$ cat config.mk
export PLATFORM = sky130hd
export DESIGN_NAME = keyed_record_table_flat
export DESIGN_NICKNAME = d
export VERILOG_FILES = /design/src/rtl/krt_pkg.sv /design/src/rtl/krt_req_if.sv /design/src/rtl/krt_rsp_if.sv /design/src/rtl/krt_ctrl.sv /design/src/rtl/krt_datapath.sv /design/src/rtl/keyed_record_table.sv /design/src/flat_wrapper.sv
export SDC_FILE = /design/constraint.sdc
export NUM_CORES = 2
export LEC_CHECK = 0
export BUFFER_PORTS_ARGS = -buffer_cell sky130_fd_sc_hd__buf_2
export CAP_MARGIN = 10
export CORE_UTILIZATION = 50
export CTS_CLUSTER_DIAMETER = 120
export DETAILED_ROUTE_END_ITERATION = 10
export PLACE_DENSITY_LB_ADDON = 0.1
export RECOVER_POWER = 25
export SLEW_MARGIN = 20
export SYNTH_ARGS = -nofsm -noshare
export SYNTH_HDL_FRONTEND = slang
export SYNTH_HIERARCHICAL = 1
export SYNTH_SLANG_ARGS = --single-unit
$ cat constraint.sdc
create_clock -name clk -period 6.5 [get_ports clk]
set_clock_uncertainty 0.2 [all_clocks]
set_input_delay 1.3 -clock clk [delete_from_list [all_inputs] [get_ports clk]]
set_output_delay 1.3 -clock clk [all_outputs]
set_load 0.02 [all_outputs]
$ cat src/rtl/krt_pkg.sv
`timescale 1ns / 1ps
// ----------------------------------------------------------------------------
// krt_pkg: shared types and codes for the keyed record table
// Opcodes, status codes, result kinds and the controller/datapath structs.
// ----------------------------------------------------------------------------
package krt_pkg;

  // default sizing
  localparam int DEF_TABLE_DEPTH  = 16;
  localparam int DEF_PAYLOAD_BITS = 64;

  // field widths of the request and response beats
  localparam int OPCODE_W = 3;
  localparam int ID_W     = 16;
  localparam int INDEX_W  = 4;
  localparam int DATA_W   = 64;
  localparam int STATUS_W = 2;
  localparam int COUNT_W  = 5;

  // request opcodes
  localparam logic [OPCODE_W-1:0] OP_ADD    = 3'd0;
  localparam logic [OPCODE_W-1:0] OP_EDIT   = 3'd1;
  localparam logic [OPCODE_W-1:0] OP_REMOVE = 3'd2;
  localparam logic [OPCODE_W-1:0] OP_FIND   = 3'd3;
  localparam logic [OPCODE_W-1:0] OP_READ   = 3'd4;

  // response status codes
  localparam logic [STATUS_W-1:0] ST_OK        = 2'd0;
  localparam logic [STATUS_W-1:0] ST_FULL      = 2'd1;
  localparam logic [STATUS_W-1:0] ST_MISSING   = 2'd2;
  localparam logic [STATUS_W-1:0] ST_EXHAUSTED = 2'd3;

  // what the output register is loaded with
  typedef enum logic [2:0] {
    RES_OK_ADD  = 3'd0,
    RES_FULL    = 3'd1,
    RES_EXH     = 3'd2,
    RES_MISS    = 3'd3,
    RES_OK_KEY  = 3'd4,
    RES_OK_FIND = 3'd5,
    RES_OK_READ = 3'd6
  } krt_res_t;

  // commands from controller to datapath
  typedef struct packed {
    logic     load;         // capture request fields, restart scan
    logic     scan;         // advance the id search one entry
    logic     start_shift;  // set up compaction after the hit
    logic     shift;        // advance compaction one entry
    logic     add;          // append a record
    logic     edit;         // rewrite payload at the hit
    logic     shrink;       // drop one from the count
    logic     rd_pos;       // read the entry at the requested position
    logic     set_res;      // load the output register
    krt_res_t res;
  } krt_cmd_t;

  // status from datapath to controller
  typedef struct packed {
    logic full;
    logic exhausted;
    logic pos_ok;
    logic hit;
    logic miss;
    logic shift_done;
    logic out_free;
  } krt_sts_t;

endpackage

$ cat src/rtl/krt_req_if.sv
`timescale 1ns / 1ps
// ----------------------------------------------------------------------------
// krt_req_if: request channel of the keyed record table
// Valid/ready handshake carrying one request beat.
// ----------------------------------------------------------------------------
interface krt_req_if;
  logic        valid;
  logic        ready;
  logic [2:0]  opcode;
  logic [15:0] key_id;
  logic [3:0]  entry_index;
  logic [63:0] record_data;

  modport source (output valid, output opcode, output key_id, output entry_index,
                  output record_data, input ready);
  modport sink (input valid, input opcode, input key_id, input entry_index,
                input record_data, output ready);
endinterface

$ cat src/rtl/krt_rsp_if.sv
`timescale 1ns / 1ps
// ----------------------------------------------------------------------------
// krt_rsp_if: response channel of the keyed record table
// Valid/ready handshake carrying one result beat.
// ----------------------------------------------------------------------------
interface krt_rsp_if;
  logic        valid;
  logic        ready;
  logic [1:0]  status;
  logic [15:0] record_id;
  logic [63:0] record_out;
  logic [4:0]  entry_count;

  modport source (output valid, output status, output record_id, output record_out,
                  output entry_count, input ready);
  modport sink (input valid, input status, input record_id, input record_out,
                input entry_count, output ready);
endinterface

$ cat src/rtl/krt_ctrl.sv
`timescale 1ns / 1ps
// ----------------------------------------------------------------------------
// krt_ctrl: request sequencer of the keyed record table
// One-hot state machine that steps the datapath through each operation.
// ----------------------------------------------------------------------------
module krt_ctrl (
  input  logic                           clk,
  input  logic                           rst,
  input  logic                           in_valid,
  input  logic [krt_pkg::OPCODE_W-1:0]   opcode,
  output logic                           in_ready,
  input  krt_pkg::krt_sts_t              sts,
  output krt_pkg::krt_cmd_t              cmd
);
  import krt_pkg::*;

  typedef enum logic [6:0] {
    S_IDLE   = 7'b0000001,
    S_ADD    = 7'b0000010,
    S_SCAN   = 7'b0000100,
    S_SHIFT  = 7'b0001000,
    S_RDAT   = 7'b0010000,
    S_RDWAIT = 7'b0100000,
    S_BAD    = 7'b1000000
  } state_t;

  state_t              state, state_next;
  logic [OPCODE_W-1:0] op;

  // state and opcode registers
  always_ff @(posedge clk) begin
    if (rst) begin
      state <= S_IDLE;
      op    <= OP_ADD;
    end else begin
      state <= state_next;
      if (in_valid && in_ready) op <= opcode;
    end
  end

  // next state and commands
  always_comb begin
    state_next = state;
    in_ready   = 1'b0;
    cmd        = '0;
    cmd.res    = RES_MISS;
    unique case (state)
      S_IDLE: begin
        in_ready = 1'b1;
        if (in_valid) begin
          cmd.load = 1'b1;
          unique case (opcode) inside
            OP_ADD:                     state_next = S_ADD;
            OP_EDIT, OP_REMOVE, OP_FIND: state_next = S_SCAN;
            OP_READ:                    state_next = S_RDAT;
            default:                    state_next = S_BAD;
          endcase
        end
      end
      S_ADD: begin
        if (sts.out_free) begin
          cmd.set_res = 1'b1;
          if (sts.full) begin
            cmd.res = RES_FULL;
          end else if (sts.exhausted) begin
            cmd.res = RES_EXH;
          end else begin
            cmd.add = 1'b1;
            cmd.res = RES_OK_ADD;
          end
          state_next = S_IDLE;
        end
      end
      S_SCAN: begin
        if (sts.hit) begin
          if (op == OP_REMOVE) begin
            cmd.start_shift = 1'b1;
            state_next      = S_SHIFT;
          end else if (sts.out_free) begin
            cmd.set_res = 1'b1;
            if (op == OP_EDIT) begin
              cmd.edit = 1'b1;
              cmd.res  = RES_OK_KEY;
            end else begin
              cmd.res = RES_OK_FIND;
            end
            state_next = S_IDLE;
          end
        end else if (sts.miss) begin
          if (sts.out_free) begin
            cmd.set_res = 1'b1;
            cmd.res     = RES_MISS;
            state_next  = S_IDLE;
          end
        end else begin
          cmd.scan = 1'b1;
        end
      end
      S_SHIFT: begin
        if (sts.shift_done) begin
          if (sts.out_free) begin
            cmd.shrink  = 1'b1;
            cmd.set_res = 1'b1;
            cmd.res     = RES_OK_KEY;
            state_next  = S_IDLE;
          end
        end else begin
          cmd.shift = 1'b1;
        end
      end
      S_RDAT: begin
        if (sts.pos_ok) begin
          cmd.rd_pos = 1'b1;
          state_next = S_RDWAIT;
        end else if (sts.out_free) begin
          cmd.set_res = 1'b1;
          cmd.res     = RES_MISS;
          state_next  = S_IDLE;
        end
      end
      S_RDWAIT: begin
        if (sts.out_free) begin
          cmd.set_res = 1'b1;
          cmd.res     = RES_OK_READ;
          state_next  = S_IDLE;
        end
      end
      S_BAD: begin
        if (sts.out_free) begin
          cmd.set_res = 1'b1;
          cmd.res     = RES_MISS;
          state_next  = S_IDLE;
        end
      end
      default: state_next = S_IDLE;
    endcase
  end

endmodule

$ cat src/rtl/krt_datapath.sv
`timescale 1ns / 1ps
// ----------------------------------------------------------------------------
// krt_datapath: storage and arithmetic of the keyed record table
// Id and payload memories, count and id counter, scan and compaction
// pointers, and the response register.
// ----------------------------------------------------------------------------
module krt_datapath #(
  parameter int TABLE_DEPTH  = krt_pkg::DEF_TABLE_DEPTH,
  parameter int PAYLOAD_BITS = krt_pkg::DEF_PAYLOAD_BITS
) (
  input  logic                          clk,
  input  logic                          rst,
  input  logic [krt_pkg::ID_W-1:0]      key_id,
  input  logic [krt_pkg::INDEX_W-1:0]   entry_index,
  input  logic [krt_pkg::DATA_W-1:0]    record_data,
  input  krt_pkg::krt_cmd_t             cmd,
  output krt_pkg::krt_sts_t             sts,
  krt_rsp_if.source                     rsp
);
  import krt_pkg::*;

  localparam int AW = (TABLE_DEPTH > 1) ? $clog2(TABLE_DEPTH) : 1;
  localparam int CW = $clog2(TABLE_DEPTH + 1);
  localparam int XW = (CW > INDEX_W) ? CW : INDEX_W;

  // record storage
  logic [ID_W-1:0]         ids [TABLE_DEPTH];
  logic [PAYLOAD_BITS-1:0] pls [TABLE_DEPTH];

  logic [CW-1:0]           count, count_next;
  logic [ID_W-1:0]         next_id;
  logic [ID_W-1:0]         key;
  logic [INDEX_W-1:0]      pos;
  logic [PAYLOAD_BITS-1:0] data;
  logic [CW-1:0]           ptr;
  logic                    cmp_v;
  logic [AW-1:0]           cmp_pos;
  logic                    sh_v;
  logic [AW-1:0]           sh_addr;
  logic [ID_W-1:0]         id_q;
  logic [PAYLOAD_BITS-1:0] pl_q;

  logic                    rd_en;
  logic [AW-1:0]           rd_addr;
  logic                    id_we, pl_we;
  logic [AW-1:0]           wr_addr;
  logic [ID_W-1:0]         wr_id;
  logic [PAYLOAD_BITS-1:0] wr_pl;
  logic                    ptr_live;

  logic                    out_v;
  logic [STATUS_W-1:0]     out_status;
  logic [ID_W-1:0]         out_rid;
  logic [DATA_W-1:0]       out_rout;
  logic [COUNT_W-1:0]      out_cnt;

  assign ptr_live = (ptr < count);

  // status to the controller
  always_comb begin
    sts.full       = (count == CW'(TABLE_DEPTH));
    sts.exhausted  = (next_id == '0);
    sts.pos_ok     = (XW'(pos) < XW'(count));
    sts.hit        = cmp_v && (id_q == key) && (key != '0);
    sts.miss       = !cmp_v && !ptr_live;
    sts.shift_done = !sh_v && !ptr_live;
    sts.out_free   = !out_v || rsp.ready;
  end

  // memory port selection
  always_comb begin
    rd_en   = 1'b0;
    rd_addr = ptr[AW-1:0];
    id_we   = 1'b0;
    pl_we   = 1'b0;
    wr_addr = sh_addr;
    wr_id   = id_q;
    wr_pl   = pl_q;
    if ((cmd.scan || cmd.shift) && ptr_live) rd_en = 1'b1;
    if (cmd.rd_pos) begin
      rd_en   = 1'b1;
      rd_addr = AW'(XW'(pos));
    end
    if (cmd.shift && sh_v) begin
      id_we = 1'b1;
      pl_we = 1'b1;
    end
    if (cmd.add) begin
      id_we   = 1'b1;
      pl_we   = 1'b1;
      wr_addr = count[AW-1:0];
      wr_id   = next_id;
      wr_pl   = data;
    end
    if (cmd.edit) begin
      pl_we   = 1'b1;
      wr_addr = cmp_pos;
      wr_pl   = data;
    end
  end

  // memories with registered read
  always_ff @(posedge clk) begin
    if (id_we) ids[wr_addr] <= wr_id;
    if (pl_we) pls[wr_addr] <= wr_pl;
    if (rd_en) begin
      id_q <= ids[rd_addr];
      pl_q <= pls[rd_addr];
    end
  end

  // count after this cycle
  always_comb begin
    count_next = count;
    if (cmd.add)         count_next = count + CW'(1);
    else if (cmd.shrink) count_next = count - CW'(1);
  end

  // table state
  always_ff @(posedge clk) begin
    if (rst) begin
      count   <= '0;
      next_id <= ID_W'(1);
    end else begin
      count <= count_next;
      if (cmd.add) next_id <= next_id + ID_W'(1);
    end
  end

  // request capture
  always_ff @(posedge clk) begin
    if (cmd.load) begin
      key  <= key_id;
      pos  <= entry_index;
      data <= record_data[PAYLOAD_BITS-1:0];
    end
  end

  // scan and compaction pointers
  always_ff @(posedge clk) begin
    if (rst) begin
      ptr   <= '0;
      cmp_v <= 1'b0;
      sh_v  <= 1'b0;
    end else if (cmd.load) begin
      ptr   <= '0;
      cmp_v <= 1'b0;
      sh_v  <= 1'b0;
    end else if (cmd.scan) begin
      cmp_v <= ptr_live;
      if (ptr_live) begin
        cmp_pos <= ptr[AW-1:0];
        ptr     <= ptr + CW'(1);
      end
    end else if (cmd.start_shift) begin
      ptr  <= CW'(cmp_pos) + CW'(1);
      sh_v <= 1'b0;
    end else if (cmd.shift) begin
      sh_v <= ptr_live;
      if (ptr_live) begin
        sh_addr <= AW'(ptr - CW'(1));
        ptr     <= ptr + CW'(1);
      end
    end
  end

  // response register
  always_ff @(posedge clk) begin
    if (rst) begin
      out_v <= 1'b0;
    end else if (cmd.set_res) begin
      out_v <= 1'b1;
    end else if (rsp.ready) begin
      out_v <= 1'b0;
    end
  end

  always_ff @(posedge clk) begin
    if (cmd.set_res) begin
      out_cnt <= COUNT_W'(count_next);
      unique case (cmd.res)
        RES_OK_ADD: begin
          out_status <= ST_OK;
          out_rid    <= next_id;
          out_rout   <= '0;
        end
        RES_FULL: begin
          out_status <= ST_FULL;
          out_rid    <= '0;
          out_rout   <= '0;
        end
        RES_EXH: begin
          out_status <= ST_EXHAUSTED;
          out_rid    <= '0;
          out_rout   <= '0;
        end
        RES_OK_KEY: begin
          out_status <= ST_OK;
          out_rid    <= key;
          out_rout   <= '0;
        end
        RES_OK_FIND: begin
          out_status <= ST_OK;
          out_rid    <= key;
          out_rout   <= DATA_W'(pl_q);
        end
        RES_OK_READ: begin
          out_status <= ST_OK;
          out_rid    <= id_q;
          out_rout   <= DATA_W'(pl_q);
        end
        default: begin
          out_status <= ST_MISSING;
          out_rid    <= '0;
          out_rout   <= '0;
        end
      endcase
    end
  end

  assign rsp.valid       = out_v;
  assign rsp.status      = out_status;
  assign rsp.record_id   = out_rid;
  assign rsp.record_out  = out_rout;
  assign rsp.entry_count = out_cnt;

  // checks
  a_count_range: assert property (@(posedge clk) disable iff (rst)
    count <= CW'(TABLE_DEPTH))
    else $error("entry count beyond table depth");

  a_add_grows: assert property (@(posedge clk) disable iff (rst)
    cmd.add |=> count == CW'($past(count) + CW'(1)))
    else $error("add did not grow the count by one");

  a_shrink_nonempty: assert property (@(posedge clk) disable iff (rst)
    cmd.shrink |-> count != '0)
    else $error("remove committed on an empty table");

  a_shift_in_range: assert property (@(posedge clk) disable iff (rst)
    sh_v |-> CW'(sh_addr) < count)
    else $error("compaction write outside stored entries");

endmodule

$ cat src/rtl/keyed_record_table.sv
`timescale 1ns / 1ps
// ----------------------------------------------------------------------------
// keyed_record_table: packed record table with self-assigned identifiers
// Add, edit, remove with compaction, find by id and read by position.
// The id search and the compaction walk one memory entry per cycle through a
// single read port.
// One request is in flight at a time; the next beat is taken while the result
// waits. Reset clears count and sets the next id to one; no memory clear pass.
// ----------------------------------------------------------------------------
module keyed_record_table #(
  parameter int TABLE_DEPTH  = krt_pkg::DEF_TABLE_DEPTH,
  parameter int PAYLOAD_BITS = krt_pkg::DEF_PAYLOAD_BITS
) (
  input  logic      clk,
  input  logic      rst,
  krt_req_if.sink   req,
  krt_rsp_if.source rsp
);
  import krt_pkg::*;

  krt_cmd_t cmd;
  krt_sts_t sts;
  logic     in_ready;

  assign req.ready = in_ready;

  // sequencer
  krt_ctrl u_ctrl (
    .clk      (clk),
    .rst      (rst),
    .in_valid (req.valid),
    .opcode   (req.opcode),
    .in_ready (in_ready),
    .sts      (sts),
    .cmd      (cmd)
  );

  // storage and result path
  krt_datapath #(
    .TABLE_DEPTH  (TABLE_DEPTH),
    .PAYLOAD_BITS (PAYLOAD_BITS)
  ) u_datapath (
    .clk         (clk),
    .rst         (rst),
    .key_id      (req.key_id),
    .entry_index (req.entry_index),
    .record_data (req.record_data),
    .cmd         (cmd),
    .sts         (sts),
    .rsp         (rsp)
  );

endmodule

$ cat src/flat_wrapper.sv
// flat-port wrapper written by rule: the top's interface ports become plain ports
module keyed_record_table_flat import krt_pkg::*;
#(
  parameter int TABLE_DEPTH  = krt_pkg::DEF_TABLE_DEPTH,
  parameter int PAYLOAD_BITS = krt_pkg::DEF_PAYLOAD_BITS
)
  (clk, rst, req_valid, req_opcode, req_key_id, req_entry_index, req_record_data, req_ready, rsp_valid, rsp_status, rsp_record_id, rsp_record_out, rsp_entry_count, rsp_ready);
  krt_req_if req_i ();
  krt_rsp_if rsp_i ();
  input  logic clk;
  input  logic rst;
  input wire logic [$bits(req_i.valid)-1:0] req_valid;
  input wire logic [$bits(req_i.opcode)-1:0] req_opcode;
  input wire logic [$bits(req_i.key_id)-1:0] req_key_id;
  input wire logic [$bits(req_i.entry_index)-1:0] req_entry_index;
  input wire logic [$bits(req_i.record_data)-1:0] req_record_data;
  output wire logic [$bits(req_i.ready)-1:0] req_ready;
  output wire logic [$bits(rsp_i.valid)-1:0] rsp_valid;
  output wire logic [$bits(rsp_i.status)-1:0] rsp_status;
  output wire logic [$bits(rsp_i.record_id)-1:0] rsp_record_id;
  output wire logic [$bits(rsp_i.record_out)-1:0] rsp_record_out;
  output wire logic [$bits(rsp_i.entry_count)-1:0] rsp_entry_count;
  input wire logic [$bits(rsp_i.ready)-1:0] rsp_ready;
  assign req_i.valid = req_valid;
  assign req_i.opcode = req_opcode;
  assign req_i.key_id = req_key_id;
  assign req_i.entry_index = req_entry_index;
  assign req_i.record_data = req_record_data;
  assign req_ready = req_i.ready;
  assign rsp_valid = rsp_i.valid;
  assign rsp_status = rsp_i.status;
  assign rsp_record_id = rsp_i.record_id;
  assign rsp_record_out = rsp_i.record_out;
  assign rsp_entry_count = rsp_i.entry_count;
  assign rsp_i.ready = rsp_ready;
  keyed_record_table #(.TABLE_DEPTH(TABLE_DEPTH), .PAYLOAD_BITS(PAYLOAD_BITS)) u_core (.clk(clk), .rst(rst), .req(req_i), .rsp(rsp_i));
endmodule
Word-level counts from Yosys, hierarchy flattened
Memories as Yosys holds them, arrays and structs flattened. A register that Yosys moved wholly into a read port is not among the register bits.
Index checks and enable logic that the tools add are counted.
W data, S select, Z words.
Storage, ports and cells
  register bits after elaboration: 218
  memory bits (writable): 1280
  bits of input ports: 91
  output and inout port bits: 89
  word-level logic and storage cells: 158
  memories kept: 2
Memories
  u_core.u_datapath.pls: depth 16, width 64, read ports 1, clocked after Yosys merged registers in 1, write ports 1, RTL line krt_datapath.sv:28  | logic [PAYLOAD_BITS-1:0] pls [TABLE_DEPTH];
  u_core.u_datapath.ids: depth 16, width 16, read ports 1, clocked after Yosys merged registers in 1, write ports 1, RTL line krt_datapath.sv:27  | logic [ID_W-1:0] ids [TABLE_DEPTH];
Operators by class
  add/sub/neg operators: 6
  magnitude comparators: 2
  equality and inequality tests: 23
  multiplexer cells: 74
  bitwise operators: 4
  reductions and logical operators: 30
Operators by type and width (count)
  $mux W64: 2
  $mux W4: 13
  $mux W7: 7
  $pmux W16 S3: 1
  $mux W1: 37
  $pmux W7 S5: 1
  $mux W5: 6
  $pmux W4 S6: 1
  $pmux W7 S3: 1
  $add A16 B1 Y16 const B: 1
  $eq A16 B16 Y1: 1
  $logic_not A16 Y1: 1
  $mux W16: 1
  $reduce_bool A16 Y1: 1
  $eq A3 B2 Y1 const B: 4
  $eq A3 B3 Y1 const B: 4
  $add A5 B1 Y5 const B: 2
  $eq A3 B1 Y1 const B: 3
  $eq A7 B1 Y1 const B: 1
  $eq A7 B2 Y1 const B: 1
  $eq A7 B3 Y1 const B: 1
  $eq A7 B4 Y1 const B: 1
  $eq A7 B5 Y1 const B: 1
  $eq A7 B6 Y1 const B: 1
  other kinds (27): 46

Longest topological paths before layout
  depth after elaboration: 11
  gate-level depth with buffers: 16

Modules after synthesis
Netlist, hierarchy kept.
Modules (own cells, without submodules)
  krt_datapath: instances 1, cells each 2763, area each 59624.7 um2
  krt_ctrl: instances 1, cells each 123, area each 905.9 um2

Least setup slack after synthesis
OpenSTA, ideal clock, no wires.
  kind: in2reg
  start: input rsp_ready
  end: memory u_core/u_datapath/pls[11][0] (netlist name), enable pin
  setup time: 0.487 ns
  arrival: 5.662 ns
  data required time: 5.813 ns
  setup slack: 0.151 ns
  cell stages on the path: 10
  cell sequence: nand2b_1 > clkbuf_1 > inv_1 > nor4_1 > buf_2 > buf_2 > mux2i_1 > o21a_1 > nand2_1 > nor2_1
RTL lines
  from (decl): RTL line flat_wrapper.sv:23  | input wire logic [$bits(rsp_i.ready)-1:0] rsp_ready;
  to (decl): RTL line krt_datapath.sv:28

==> results.md <==
* Area of the multi-input gates at 12800 um2
* Core Area at about 120000 um2
* Clock period minus worst slack at around 5300 ps
* #FFs+latches synth at approximately 1600
* Synth Flop Type: edfxtp_1
* Share of cells above drive strength 1 at about 24%
* Finish-stage setup viols at 0
* Tot GR Track Use at 23.0%
* RD Place Congestion at between 0.8 and 0.9
* Syn Inst Count at 2886
* Std-Cell Rows at 127
* # fillers at about 9000
* Failing checks: capacitance limit, slew limit
* Post-CTS Setup Repair Bufs at 0
* DP Worst Slack at roughly 1300 ps
* Pins Over Slew Limit at 176
* Fmax at ~190 MHz
* FFs w/ async S/R, synth at 0%
* Skew-Pair Late Insertion Delay at 790 ps
* Initial antenna violation count at 0
* Top post-synthesis cells by count: edfxtp_1 (1539), mux4_2 (320), a22oi_1 (163), nand2_1 (132), mux2_2 (83)
* Setup slack after layout at 1180 ps
* Root buffer cell: clkbuf_16
* CTS H-tree depth at 4
* Syn Nets at approximately 3000
* Most common cell in the netlist: edfxtp_1
* Drt total wl at between 100 and 150 mm
* Number of synthesized flops with an enable pin at roughly 1500
* Crit Path Category: reg -> reg
* Hold Fails Final Rpt at 0
* Minimum hold slack at around 320 ps
* Worst-path fanout max at 88
* # placed instances at between 4000 and 5000
* GR Overflow Total at 0
* Final period util at roughly 80%
* Initial DRC Count at roughly 2700
* IO Port Bufs at 179
* Synth area leaders: edfxtp_1 (76%), mux4_2 (12%), a22oi_1 (2.0%)
* Sequential Area at ~47000 um2
* Non-Filler Instances at slightly below 5000
* ANT nets after route at 0
* Slew margin rel. at -109%
* Sink Count at 1578
* WP data required at 6640 ps
* Post-synth top area share at around three quarters
* Hold WC Path Type: reg -> reg
* Syn_area_per_cell at ~21 um2
* CTS Buf Count at ~160
* Drt wl/cell at 28.2 um
* Status: complete, but fails checks
* PwrDens at just under 300 nW/um2
* Largest net degree at the start of global routing at 89
* Worst-margin pin slew at 3130 ps
* Initial core utilization at about half
* Total of max-cap violations at 2
* Area leader, netlist: edfxtp_1
* Yosys cell types at 64
* Layout area overhead at 13.7%
* HPWL after DPL at 74.5 mm
* Die area at 122000 um2
* Hold_buf cts at 0
* Nets at 3281
* Setup_tns at 0 ps
* TritonCTS clock tree: done
* Pre-antenna DRT Iters at 5
* Vias in the first global route at ~30000
* DR vias/cell at between 5 and 6
* P_leak at ~22 nW
* Seq/Total Area, Yosys at about 78%
* CTS clk-pin slew, worst paths at 60 ps
* CTS resizes at 0
* Startpoint type of the worst setup path: flip-flop
* Die width at 350 um
* First-pass GRT wire length at slightly above 200 mm
* Worst EP arrival at between 5000 and 6000 ps
* Ys Warns at 6
* DR vias at between 20000 and 30000
* Peak VDD IR at ~270 uV
* Post-synthesis cell area at a little over 60000 um2
* # IOs at 180
* RSZ-0062 raised after global routing: false
* DRC violations left at 0
* CP Capture Type: flip-flop
* Die height at 350 um
* CTS max path bufs at 3
flip-flops by register name (all words and copies together) (netlist names), 2 cells and up:
name                               cells
u_core/u_datapath/pls               1024
u_core/u_datapath/ids                256
u_core/u_datapath/data                64
u_core/u_datapath/pl_q                64
u_core/u_datapath/rsp.record_out      64
u_core/u_datapath/id_q                16
u_core/u_datapath/key                 16
u_core/u_datapath/next_id             16
u_core/u_datapath/rsp.record_id       16
u_core/u_ctrl/state                    7
u_core/u_datapath/count                5
u_core/u_datapath/ptr                  5
u_core/u_datapath/rsp.entry_count      5
u_core/u_datapath/cmp_pos              4
u_core/u_datapath/pos                  4
u_core/u_datapath/sh_addr              4
u_core/u_ctrl/op                       3
u_core/u_datapath/rsp.status           2
where the power goes:
group / total (mW) / internal [mW] / switching, mW
Clock: 8.78 / 4.93 / 3.85
Combinational: 0.411 / 0.109 / 0.303
Sequential: 11.3 / 11.2 / 0.0819
worst max-delay path, cell delays in order, from the launching register on:
cell and delay (ps):
dfxtp_1 460, inv_1 150, ha_1 320, a21o_1 110, a31oi_1 50, o21a_1 320
nor2_1 300, nand2_1 90, nor3_1 530, a31o_2 220, nand2b_1 110, clkbuf_2 1840
cell families after synthesis:
kind of cell             count (synthesis)  share of synthesized area [%]
AO/OA/AOI/OAI                          266                           3.20
XOR/XNOR                                39                          0.564
adder cells (fa/ha/maj)                 14                          0.289
buffers and inverters                  186                           1.49
flip-flops                            1578                           77.6
multiplexers                           417                           13.7
AND/OR/NAND/NOR                        386                           3.13
stage by stage:
stage | power (mW) | instance area [um2] | util (%)
after floorplan | 11.7 | 60500 | -
after global placement | 11.9 | 64000 | 53.4
after detailed placement | 11.9 | 64000 | 53.4
after CTS | 20.7 | 69000 | 57.5
after global routing | 21.1 | 68800 | 57.4
final | 20.5 | 68800 | 57.4
layer usage:
metal	vias up	part of all wire, %	GRT usage [%]
met3	201	5.8	3.69
li1	12504	-	-
met1	15686	43	32.5
met5	-	0	0
met4	0	1.9	5.84
met2	1032	49	37.6
cells in the final DEF, fill, tap and decap left out, types with 6 or more instances in the layout:
cell type / instances
nor2_1: 59
bufinv_16: 6
nor2_4: 21
mux2_2: 57
nor3_1: 18
a21oi_1: 14
inv_1: 37
buf_12: 31
o21ai_0: 31
clkinv_1: 36
xnor2_1: 11
dfxtp_1: 39
clkbuf_16: 164
mux4_2: 320
buf_4: 59
and2_1: 64
nand4_1: 10
and3_1: 6
nor2b_1: 9
a22oi_1: 163
mux2i_1: 13
xor2_1: 28
nand2b_1: 10
nand3_1: 13
mux2_1: 26
edfxtp_1: 1539
nand2_1: 132
a22o_1: 16
nor4_1: 14
clkbuf_1: 146
clkinv_8: 9
ha_1: 14
clkinv_2: 24
buf_2: 76
area by class of cell:
cell class / count / share of cell area (%)
Multi-Input combinational cell: 1122 / 18.6
Clock buffer: 208 / 6.23
Inverter: 38 / 0.209
Antenna cell: 1 / 0.00364
Timing Repair Buffer: 273 / 2.69
Clock inverter: 86 / 1.04
Tap cell: 1612 / 2.93
Sequential cell: 1578 / 68.3
path summary, 6_finish.rpt:
kind                               from                                   end  cells past startpoint  slack (ps)
max          u_core/u_datapath/count[2]  u_core/u_datapath/rsp.record_out[20]                     11        1180
min              u_core/u_datapath/sh_v                u_core/u_datapath/sh_v                      2         320
max reg2reg  u_core/u_datapath/count[2]  u_core/u_datapath/rsp.record_out[20]                     11        1180
min reg2reg      u_core/u_datapath/sh_v                u_core/u_datapath/sh_v                      2         320
Note: power is estimated with default switching activity, not from simulation.
